**src/rtl/rpv_pkg.sv**
```systemverilog
// shared types, widths and constants for the vertex rotate and project block
`default_nettype none

package rpv_pkg;

  // screen geometry
  localparam int SCREEN_WIDTH  = 160;
  localparam int SCREEN_HEIGHT = 128;
  localparam int HALF_W = SCREEN_WIDTH / 2;
  localparam int HALF_H = SCREEN_HEIGHT / 2;

  // fixed point
  localparam int FRAC      = 14;
  localparam int COS_ONE   = 16384;
  localparam int DEPTH_MIN = 1638;
  localparam int VD_RST    = 60;
  localparam int SCALE_RST = 90;
  localparam int SAT_MAX   = 32767;
  localparam int SAT_MIN   = -32768;

  // port widths
  localparam int VW     = 8;
  localparam int TRIG_W = 16;
  localparam int PAR_W  = 8;
  localparam int SCR_W  = 16;
  localparam int CFG_IW = 3;

  // datapath widths
  localparam int P1W = VW + TRIG_W;        // integer coordinate times factor
  localparam int Y1W = P1W + 1;            // first rotation
  localparam int P3W = Y1W + TRIG_W;       // second rotation products
  localparam int X2W = 26;                 // second rotation result
  localparam int P5W = X2W + TRIG_W;       // third rotation products
  localparam int X3W = 28;                 // rotated x and y
  localparam int DW  = 27;                 // depth
  localparam int NW  = X3W + PAR_W + 1;    // coordinate times scale
  localparam int MW  = NW - 1;             // numerator magnitude
  localparam int QB  = 17;                 // quotient bits below the clamp
  localparam int CW  = DW + QB;            // divider compare width
  localparam int SW  = QB + 3;             // screen sum before saturation

  // queue between front and back
  localparam int FIFO_DEPTH = 4;
  localparam int FPW = $clog2(FIFO_DEPTH);
  localparam int FCW = $clog2(FIFO_DEPTH + 1);

  typedef enum logic [CFG_IW-1:0] {
    IDX_SIN_X = 3'd0,
    IDX_COS_X = 3'd1,
    IDX_SIN_Y = 3'd2,
    IDX_COS_Y = 3'd3,
    IDX_SIN_Z = 3'd4,
    IDX_COS_Z = 3'd5,
    IDX_DIST  = 3'd6,
    IDX_SCALE = 3'd7
  } cfg_idx_t;

  typedef struct packed {
    logic signed [TRIG_W-1:0] sin_x;
    logic signed [TRIG_W-1:0] cos_x;
    logic signed [TRIG_W-1:0] sin_y;
    logic signed [TRIG_W-1:0] cos_y;
    logic signed [TRIG_W-1:0] sin_z;
    logic signed [TRIG_W-1:0] cos_z;
    logic [PAR_W-1:0]         view_distance;
    logic [PAR_W-1:0]         proj_scale;
  } cfg_t;

  // rotated vertex handed from front to back
  typedef struct packed {
    logic signed [X3W-1:0] x3;
    logic signed [X3W-1:0] y3;
    logic signed [DW-1:0]  depth;
  } rot_t;

  typedef struct packed {
    logic full;
    logic empty;
  } fifo_stat_t;

endpackage

`default_nettype wire

```
**src/rtl/rpv_fifo.sv**
```systemverilog
// short queue of rotated vertices between front and back
`default_nettype none

module rpv_fifo import rpv_pkg::*; (
  input  wire logic  clk,
  input  wire logic  rst_n,
  input  wire logic  push,
  input  wire rot_t  item_in,
  input  wire logic  pop,
  output rot_t       item_out,
  output fifo_stat_t stat
);

  rot_t             mem_r [FIFO_DEPTH];
  logic [FPW-1:0]   wr_ptr_r, rd_ptr_r;
  logic [FCW-1:0]   cnt_r;

  assign stat.full  = (cnt_r == FCW'(FIFO_DEPTH));
  assign stat.empty = (cnt_r == '0);
  assign item_out   = mem_r[rd_ptr_r];

  always_ff @(posedge clk) begin
    if (push) begin
      mem_r[wr_ptr_r] <= item_in;
    end
  end

  always_ff @(posedge clk) begin
    if (!rst_n) begin
      wr_ptr_r <= '0;
      rd_ptr_r <= '0;
      cnt_r    <= '0;
    end else begin
      if (push) begin
        wr_ptr_r <= (wr_ptr_r == FPW'(FIFO_DEPTH - 1)) ? '0 : wr_ptr_r + 1'b1;
      end
      if (pop) begin
        rd_ptr_r <= (rd_ptr_r == FPW'(FIFO_DEPTH - 1)) ? '0 : rd_ptr_r + 1'b1;
      end
      if (push && !pop) begin
        cnt_r <= cnt_r + 1'b1;
      end else if (pop && !push) begin
        cnt_r <= cnt_r - 1'b1;
      end
    end
  end

endmodule

`default_nettype wire

```
**config.mk**
```make
export PLATFORM = sky130hd
export DESIGN_NAME = rpv_fifo
export DESIGN_NICKNAME = d
export VERILOG_FILES = /design/src/rtl/rpv_pkg.sv /design/src/rtl/rpv_fifo.sv
export SDC_FILE = /design/constraint.sdc
export NUM_CORES = 1
export LEC_CHECK = 0
export ABC_AREA = 1
export BUFFER_PORTS_ARGS = -buffer_cell sky130_fd_sc_hd__buf_2
export CORE_MARGIN = 1.5
export CORE_UTILIZATION = 51
export CTS_BUF_LIST = sky130_fd_sc_hd__clkbuf_16
export CTS_CLUSTER_DIAMETER = 150
export DETAILED_ROUTE_END_ITERATION = 12
export PLACE_DENSITY = 0.77
export SYNTH_ARGS = -nofsm -noshare
export SYNTH_HDL_FRONTEND = slang
export SYNTH_SLANG_ARGS = --single-unit
export TNS_END_PERCENT = 100
```
**constraint.sdc**
```tcl
create_clock -name clk -period 2.4 [get_ports clk]
set_input_delay 0.24 -clock clk [delete_from_list [all_inputs] [get_ports clk]]
set_output_delay 0.24 -clock clk [all_outputs]
set_load 0.02 [all_outputs]
```
; After elaboration in Yosys (flattened, before gate mapping)
; Memory sizes are Yosys's and may differ from the RTL's. A register that Yosys moved wholly into a read port is not among the register bits.
; Cells that the tools add are included.
; Widths: inputs -> output; s select.
[totals]
register_bits = 7
mem_bits_rw = 332
in_bits = 87
out_inout_bits = 85
n_memories = 1
[classes]
add_sub_neg = 4
eq_ne = 3
muxes = 8
n_reduce_logical = 6
[memory_table]
columns = memory, depth, word_bits, read_ports, rd_ports_with_merged_regs, write_ports, line_no
row1 = mem_r, 4, 83, 1, 1, 1, rpv_fifo.sv:14  ; rot_t mem_r [FIFO_DEPTH];
[op_table]
columns = operator, n
row1 = $mux 2, 4
row2 = $mux 3, 2
row3 = $add 2x1->2 const B, 2
row4 = $eq 2x2->1 const B, 2
row5 = $add 3x1->3 const B, 1
row6 = $eq 3x3->1 const B, 1
row7 = $logic_not 3->1, 1
row8 = $sub 3x1->3 const B, 1
row9 = $logic_and 1x1->1, 2
row10 = $logic_not 1->1, 2
row11 = $mux 1, 2
row12 = $reduce_bool 2->1, 1

; Longest topological paths before layout
; Gate-level depths: netlist (run 1).
[logic_depth]
ltp_word = 4
depth_mapped = 10
ltp_nobuf = 10

; Least setup slack after synthesis (run 1)
; No wires, ideal clock.
[synth_path]
kind = register to register
startpoint = reg wr_ptr_r[0]
endpoint = mem mem_r[3][0] (netlist bit) (enable)
setup_time_ns = 0.437
arrival_time_ns = 2.197
required_time_ns = 1.963
slack_ns = -0.234
stages_incl_launch_ff = 4
path_buffers = 0
cell_sequence = dfxtp_1 ha_1 nand2_1 inv_1
[synth_lines]
columns = element, line_no
row1 = "start, declared", rpv_fifo.sv:15  ; logic [FPW-1:0] wr_ptr_r, rd_ptr_r;
row2 = "start signal, assigned", rpv_fifo.sv:35  ; wr_ptr_r <= (wr_ptr_r == FPW'(FIFO_DEPTH - 1)) ? '0 : wr_ptr_r + 1'b1;
row3 = "end, declared", rpv_fifo.sv:14
; No word-level cell before the write port.

==> flow_summary_export.csv, run 1 <==
group,metric,value,unit
run_status,outcome,"completed",
timing,skew,0.01124,ns
yosys,synth-seq-cells,341,
final_layout,final_net_count,1211,
yosys,synth_fa_ha_area_frac,0.007453,
yosys,synth_most_common_cell,"edfxtp_1",
yosys,synth_compound_area_frac,0.1082,
yosys,netlist_top_cells_area,"edfxtp_1 (78%), nor2_1 (5.1%), o21ai_0 (4.3%), o22ai_1 (4.1%), o21ai_1 (2.4%)",
worst_setup_path,cp.required,2.16,ns
min_path,hold_depth,3,
final_layout,num-fill-cells,1663,
worst_setup_path,critPathLaunchType,"flip-flop",
die,io_pins,172,
drt,drc,0,
yosys,syn_nets,956,
drt,firstDrtPassIters,6,
yosys,syn_inst,862,
placed_design,routabilityCongestion,0.7046,
placed_design,placed_area,0.01397,mm²
placed_design,dpl.hpwl,14.56,mm
clock_tree,root_buffer,"clkbuf_16",
clock_tree,cts.sinks,341,
die,rows,57,
grt,grt_busiest_layer,"met2",
die,die_x,161.2,µm
yosys,synth_top_cell_area_share,0.7814,
timing,finalHoldViolations,0,
drt,via_per_inst,5.506,
worst_setup_path,worstSetupPathType,"reg -> out",
power,ir_worst_vdd,0.6211,mV
drt,vias,8072,
clock_tree,cts_tree,"done",
yosys,synth_area,0.01276,mm²
drt,first_iter_violations,782,
power,power,0.01342,W
timing,maxSlewHeadroom,0.5999,
min_path,hold_class,"in -> reg",
final_layout,drive_gt1_frac,0.2093,
grt,grt_pass1_wl,43.27,mm
die,die_h,161.2,µm
worst_setup_path,critPathMaxFanout,46,
power,p_leak,5.648,nW
yosys,synth_xor_xnor_area_share,0.0006865,
timing,finalSetupViolations,0,
timing,rsz0062_at_grt,"false",
final_layout,diodes,0,
yosys,synth_edf_count,332,
yosys,synthFlopType,"edfxtp_1",
timing,fin_crit,2.239,ns
drt,wl_per_cell,18.82,µm
yosys,synth-simple-area-share,0.05600,
yosys,syn_avg_cell_area,14.80,µm²
yosys,yosys_warnings,0,
drt,routed_wl,27.59,mm
yosys,yosysTopAreaCell,"edfxtp_1",
clock_tree,cts_buffers,35,
clock_tree,clk_pin_slew,0.06,ns
placed_design,numPortBuffers,171,
timing,fmax,446.7,MHz
grt,grt_max_degree,86,
die,core-area,0.02446,mm²
yosys,ys_async_sr_fraction,0,
yosys,synthTopCellsByCount,"edfxtp_1 (332), nor2_1 (174), o21ai_0 (109), o22ai_1 (83), o21ai_1 (60)",
die,design.die.area,0.02597,mm²
final_layout,area_growth,24.37,%
grt,overflow,0,
grt,grt_pass1_vias,8311,
yosys,synth_top_family_by_area,"compound AO/OA/AOI/OAI gates",
clock_tree,cts_max_path_buffers,3,
final_layout,multi_input_area,0.002198,mm²
clock_tree,clkLatencyLatePin,0.51,ns
timing,period_share,0.9328,
final_layout,design_area,0.01587,mm²
timing,tightest_slew,0.6002,ns
die,floorplan.initialDensity,0.5216,
worst_setup_path,crit_arrival,2.00,ns
yosys,synth.area.mux_share,0,
timing,tns,0,ns
grt,grt_use_total,0.2135,
power,powerDensity,845.5,mW/mm²
yosys,synth_cell_types,21,
timing,slew_violations,0,
grt,met2_usage,0.3640,
yosys,seq_area_frac_synth,0.7955,
grt,met3_usage,0.05521,
worst_setup_path,ff2ff_path_depth,4,
clock_tree,post_cts_buffers,0,
grt,antenna_found_initial,0,
clock_tree,ctsHtreeMaxLevel,2,
worst_setup_path,endpoint_kind,"output pin",
drt,ant_nets,0,
grt,met1_usage,0.2621,
job,cap_viol_max_count,0,
final_layout,seq_area,0.01015,mm²
[power by group]
group	switching (W)	internal, W
Combinational	0.00104	0.000533
Clock	0.00210	0.00288
Sequential	0.0000679	0.00681
[worst max-delay path: stages, from the launching register on]
cell,delay [ns]
dfxtp_4,0.37
inv_4,0.26
buf_12,0.26
o21ai_0,0.14
o22ai_1,0.20
buf_2,0.23
[flip-flops by register name, summed over array words and instances (netlist names), named ones only]
signal and count:
cnt_r 3, rd_ptr_r 2, mem_r 332, wr_ptr_r 2
[worst paths after layout]
kind	start	end	slack, ns
max	flip-flop	item_out[77]	0.16
min	push	wr_ptr_r[1]$_SDFFE_PN0P_	0.11
max reg2reg	wr_ptr_r[0]$_SDFFE_PN0P_	mem_r[1][63]$_DFFE_PP_	0.75
min reg2reg	wr_ptr_r[1]$_SDFFE_PN0P_	wr_ptr_r[1]$_SDFFE_PN0P_	0.53
[placed cells by master (no fill, tap or decap), drive strengths merged, types with 3 or more instances in the layout]
cell type and n:
a21oi 3, buf 188, clkbuf 37, clkinv 11
clkinvlp 6, dfxtp 9, dlygate4sd3 84, edfxtp 332
ha 6, inv 23, nand2 8, nor2 174
nor3 4, o21ai 169, o22ai 83
[timing repair]
item | CTS | global route
endpoints found under the hold margin | 333 | 0
hold buffers | 84 | 0
resized for setup | 0 | 0
[per-layer routing]
metal  vias to the layer above  wire [µm]
met1                      3919      10820
met5                         -          0
met4                         0        801
met3                        58       2222
met2                       337      13750
li1                       3758          -
[logic make-up (layout without fill, tap and decap cells)]
kind of cell | count (synthesis) | in the layout
AOI/OAI and AO/OA | 255 | 255
xor gates and xnor gates | 1 | 1
adders and majority gates | 7 | 7
buffers and inverters | 70 | 350
DFF | 341 | 341
and+or+nand+nor | 188 | 188
[metrics by stage]
stage | hold slack, ns | cells | worst slack, ns | util
after floorplan | 0.3389 | 862 | 0.08246 | -
after global placement | 0.4517 | 1320 | 0.7266 | 0.5711
after detailed placement | 0.4558 | 1320 | 0.6948 | 0.5711
after CTS | 0.08884 | 1466 | 0.1466 | 0.6487
after global routing | 0.1126 | 1466 | 0.003988 | 0.6487
final | 0.1070 | 1466 | 0.1612 | 0.6487
[layout make-up]
cell class | instances | area share
clock inverters | 25 | 0.008279
inverters | 16 | 0.004889
flip-flops and latches | 341 | 0.6400
multi-input cells | 451 | 0.1385
well taps | 324 | 0.02555
clock buffers | 37 | 0.05835
repair buffers | 272 | 0.1244
No activity file was read; power rests on OpenSTA's default activity.
==> inputs of run 2 (changes only) <==
Settings changed: REMOVE_ABC_BUFFERS set to 1.
==> flow_summary_export.csv, run 2 (synthesis gave the netlist of run 1 again) <==
group,metric,value,unit
die,rows,57,
clock_tree,clk_pin_slew,0.05,ns
final_layout,final_util,0.6532,
drt,wl_per_cell,19.18,µm
power,intPower,0.01033,W
timing,finalHoldViolations,0,
final_layout,drive_gt1_frac,0.2126,
final_layout,largest_reg_flops,332,
final_layout,largest_register,"mem_r",
timing,skew,0.01167,ns
final_layout,final_net_count,1216,
worst_setup_path,crit_arrival,2.01,ns
power,power_frac_seq,0.509,
run_status,outcome,"completed",
final_layout,layout_common_cells,"edfxtp_1 (332), nor2_1 (174), buf_2 (171)",
final_layout,area_growth,25.23,%
final_layout,reg_top3,"mem_r: 332 flops, cnt_r: 3 flops",
final_layout,num-fill-cells,1671,
die,die_x,161.2,µm
worst_setup_path,rrSetupSlack,0.61,ns
grt,grt_use_total,0.2130,
power,netSwitchingFraction,0.2360,
die,design.die.area,0.02597,mm²
die,io_pins,172,
grt,grt_pass1_wl,42.88,mm
drt,via_per_inst,5.505,
grt,grt_max_degree,167,
timing,finalSetupViolations,0,
clock_tree,clkLatencyLatePin,0.50,ns
timing,fin_crit,2.250,ns
power,p_switching,0.003190,W
drt,vias,8087,
final_layout,multi_input_area,0.002198,mm²
min_path,hold_depth,3,
power,clockPowerShare,0.374,
placed_design,routabilityCongestion,0.7479,
timing,rsz0062_at_grt,"false",
die,core-area,0.02446,mm²
grt,antenna_found_initial,3,
drt,drc,0,
drt,first_iter_violations,733,
final_layout,seq_area,0.01015,mm²
die,die_h,161.2,µm
clock_tree,cts.sinks,341,
clock_tree,cts_max_path_buffers,3,
job,cap_viol_max_count,0,
worst_setup_path,worstSetupPathType,"reg -> out",
placed_design,dpl.hpwl,14.78,mm
grt,overflow,0,
grt,grt_pass1_vias,8372,
timing,period_share,0.9377,
power,ir_worst_vdd,0.8023,mV
timing,slew_violations,0,
power,powerDensity,846.1,mW/mm²
drt,routed_wl,28.17,mm
worst_setup_path,ff2ff_path_depth,5,
timing,fmax,444.4,MHz
worst_setup_path,critPathMaxFanout,42,
worst_setup_path,endpoint_kind,"output pin",
clock_tree,ctsHtreeMaxLevel,2,
timing,tightest_slew,0.5252,ns
power,pwr-share-comb,0.117,
clock_tree,cts_tree,"done",
worst_setup_path,critPathLaunchType,"flip-flop",
drt,firstDrtPassIters,5,
final_layout,final_common_cell,"edfxtp_1",
power,p_leak,5.704,nW
placed_design,numPortBuffers,171,
drt,ant_nets,0,
die,floorplan.initialDensity,0.5216,
clock_tree,root_buffer,"clkbuf_16",
timing,whs,0.06371,ns
timing,maxSlewHeadroom,0.6495,
worst_setup_path,cp.required,2.16,ns
min_path,hold_class,"in -> reg",
clock_tree,cts_buffers,35,
==> run 2: changes by cell type in the layout (fill, tap and decap cells not counted), moves of 2 or more <==
cell	previous run	this run
clkinvlp_4	6	0
diode_2	0	2
inv_1	21	14
clkinv_1	8	12
clkinv_2	3	5
buf_12	12	14
==> run 2: power groups by stage <==
stage	Combinational (W)	Clock (W)	Sequential, W
2_1_floorplan	0.000784	0	0.00704
3_3_place_gp	0.00142	0	0.00699
3_5_place_dp	0.00145	0	0.00700
4_1_cts	0.00158	0.00512	0.00688
5_1_grt	0.00172	0.00536	0.00690
6_report	0.00159	0.00505	0.00688
==> run 2: stage by stage <==
step	setup WS [ns]	std cells	instance area (µm²)	total power [W]	setup TNS, ns
after floorplan	-2.366	808	12410	0.007828	-266.13
after global placement	0.5955	1324	14030	0.008411	0
after detailed placement	0.5852	1324	14030	0.008453	0
after CTS	0.01459	1466	15940	0.01357	0
after global routing	0.04801	1468	15980	0.01398	0
final	0.1496	1469	15980	0.01352	0
==> run 2: per-layer routing <==
metal / wire [µm] / GRT usage / up-vias
met1: 11260 / 0.2661 / 3982
li1: - / - / 3768
met2: 14530 / 0.3689 / 296
met4: 462 / 0.07323 / 0
met3: 1911 / 0.04700 / 41
met5: 0 / 0 / -
==> run 2: worst max-delay path: stages, from the launching register on <==
cell and delay, ns:
dfxtp_4 0.38, inv_6 0.27, buf_12 0.26, o21ai_0 0.12, o22ai_1 0.22, buf_2 0.22
==> run 2: timing repair <==
item | 4_1_cts | 5_1_grt
hold buffers | 84 | 0
resized for setup | 1 | 2
endpoints found under the hold margin | 333 | 0
gates cloned | 0 | 1
setup endpoints to repair | 1 | 36
setup buffers | 0 | 0
==> run 2: worst paths after layout <==
path / start / to
max: flip-flop / item_out[69]
min: pop / flip-flop
max reg2reg: wr_ptr_r[0]$_SDFFE_PN0P_ / mem_r[2][42]$_DFFE_PP_
min reg2reg: wr_ptr_r[1]$_SDFFE_PN0P_ / wr_ptr_r[1]$_SDFFE_PN0P_
==> run 2: area by class of cell <==
| cell class | instances | share of cell area |
|---|---|---|
| diodes | 2 | 0.0003132 |
| clock buffers | 37 | 0.05795 |
| clock inverters | 21 | 0.008692 |
| inverters | 16 | 0.004464 |
| multi-input cells | 451 | 0.1376 |
| flip-flops and latches | 341 | 0.6356 |
| well taps | 324 | 0.02537 |
| repair buffers | 277 | 0.1301 |
==> inputs of run 3 (changes only) <==
Settings changed: CORE_MARGIN 1.5 to not set, CORE_UTILIZATION 51 to 50, PLACE_DENSITY 0.77 to 0.76.
==> flow_summary_export.csv, run 3 (synthesis gave the netlist of run 1 again) <==
group,metric,value,unit
run_status,outcome,"completed",
final_layout,largest_reg_flops,332,
grt,met1_usage,0.2596,
clock_tree,root_buffer,"clkbuf_16",
placed_design,routabilityCongestion,0.7210,
grt,grt_max_degree,167,
clock_tree,clk_pin_slew,0.06,ns
drt,firstDrtPassIters,5,
final_layout,area_growth,24.51,%
placed_design,numPortBuffers,171,
die,die_x,161.7,µm
drt,drc,0,
grt,overflow,0,
grt,grt_use_total,0.2070,
grt,met2_usage,0.3585,
final_layout,num-fill-cells,1854,
power,ir_worst_vdd,0.6409,mV
clock_tree,clkLatencyLatePin,0.50,ns
worst_setup_path,endpoint_kind,"output pin",
die,core-area,0.02511,mm²
final_layout,layout_common_cells,"edfxtp_1 (332), nor2_1 (174), buf_2 (171)",
min_path,hold_class,"in -> reg",
clock_tree,cts_tree,"done",
die,floorplan.initialDensity,0.5081,
power,p_leak,5.680,nW
clock_tree,cts_max_path_buffers,3,
final_layout,final_net_count,1214,
final_layout,design_area,0.01589,mm²
final_layout,reg_top3,"mem_r: 332 flops, cnt_r: 3 flops",
power,power,0.01326,W
timing,tightest_slew,0.5323,ns
timing,maxSlewHeadroom,0.6452,
grt,met3_usage,0.04520,
job,cap_viol_max_count,0,
timing,period_share,0.9145,
worst_setup_path,cp.required,2.16,ns
placed_design,placed_area,0.01399,mm²
power,powerDensity,834.4,mW/mm²
die,die_h,161.7,µm
power,intPower,0.01010,W
power,clockPowerShare,0.362,
clock_tree,cts_buffers,35,
worst_setup_path,critPathLaunchType,"flip-flop",
timing,finalHoldViolations,0,
timing,slew_violations,0,
drt,wl_per_cell,19.09,µm
placed_design,dpl.hpwl,14.21,mm
placed_design,place_ws,0.6172,ns
grt,antenna_found_initial,2,
grt,grt_pass1_wl,41.37,mm
power,p_switching,0.003157,W
clock_tree,post_cts_buffers,0,
drt,via_per_inst,5.447,
timing,timing.final.ws_setup,0.2051,ns
power,pwr-share-comb,0.120,
timing,fin_crit,2.195,ns
power,power_frac_seq,0.518,
die,design.die.area,0.02616,mm²
grt,grt_pass1_vias,7742,
final_layout,final_common_cell,"edfxtp_1",
clock_tree,ctsHtreeMaxLevel,2,
timing,finalSetupViolations,0,
final_layout,drive_gt1_frac,0.2114,
power,netSwitchingFraction,0.2382,
drt,routed_wl,28.12,mm
die,rows,58,
grt,grt_busiest_layer,"met2",
die,io_pins,172,
drt,first_iter_violations,613,
drt,vias,8024,
clock_tree,cts.sinks,341,
worst_setup_path,worstSetupPathType,"reg -> out",
final_layout,largest_register,"mem_r",
timing,skew,0.01104,ns
drt,ant_nets,0,
worst_setup_path,crit_arrival,1.95,ns
timing,fmax,455.6,MHz
worst_setup_path,critPathMaxFanout,54,
timing,rsz0062_at_grt,"false",
==> run 3: changes by cell type in the layout (fill, tap and decap cells not counted), sizes merged <==
cell	before	now
clkinv	18	11
inv	17	25
buf	192	190
bufinv	2	0
diode	2	3
==> run 3: final timing paths <==
kind | from | to | slack [ns] | cells past startpoint
worst max-delay path | flip-flop | item_out[78] | 0.21 | 5
worst min-delay path | pop | flip-flop | 0.06 | 3
worst max register to register | wr_ptr_r[0]$_SDFFE_PN0P_ | mem_r[0][40]$_DFFE_PP_ | 0.76 | 5
worst min register to register | wr_ptr_r[1]$_SDFFE_PN0P_ | wr_ptr_r[1]$_SDFFE_PN0P_ | 0.54 | 2
==> run 3: layout make-up <==
cell class,count,area [µm²],area share
timing repair buffer,275,2022,0.1273
clock buffer,37,925.9,0.05829
tap,330,412.9,0.02599
inverter,16,82.58,0.005198
multi-input combinational,451,2198,0.1384
sequential,341,10150,0.6393
antenna,3,7.507,0.0004726
clock inverter,20,81.33,0.005120
==> run 3: through the flow <==
stage	TNS (ns)	utilization	hold WS, ns	std cells
2_1_floorplan	-266.13	-	0.3389	808
6_report	0	0.6326	0.05568	1473
3_3_place_gp	0	0.5572	0.4529	1328
3_5_place_dp	0	0.5572	0.4541	1328
5_1_grt	0	0.6325	0.1086	1471
4_1_cts	0	0.6308	0.02977	1469
==> run 3: critical path: stages, from the launching register on <==
cell and delay, ns:
dfxtp_4 0.39, clkinv_8 0.21, buf_12 0.28, o21ai_0 0.14, o22ai_1 0.19, buf_2 0.20
==> run 3: timing repair <==
action	CTS	global route
resized for setup	0	3
endpoints found under the setup margin	0	36
hold buffers	84	0
hold endpoints to repair	333	0
==> run 3: layer usage <==
layer	wire length [µm]	share of wire
met1	11580	0.41
met2	14010	0.50
met3	2030	0.072
met4	502	0.018
met5	0	0
==> run 3: power groups by stage <==
stage	registers [W]	logic [W]	clock network (W)
5_1_grt	0.00689	0.00171	0.00511
4_1_cts	0.00687	0.00156	0.00486
3_5_place_dp	0.00699	0.00144	0
2_1_floorplan	0.00704	0.000784	0
3_3_place_gp	0.00698	0.00142	0
6_report	0.00687	0.00158	0.00480
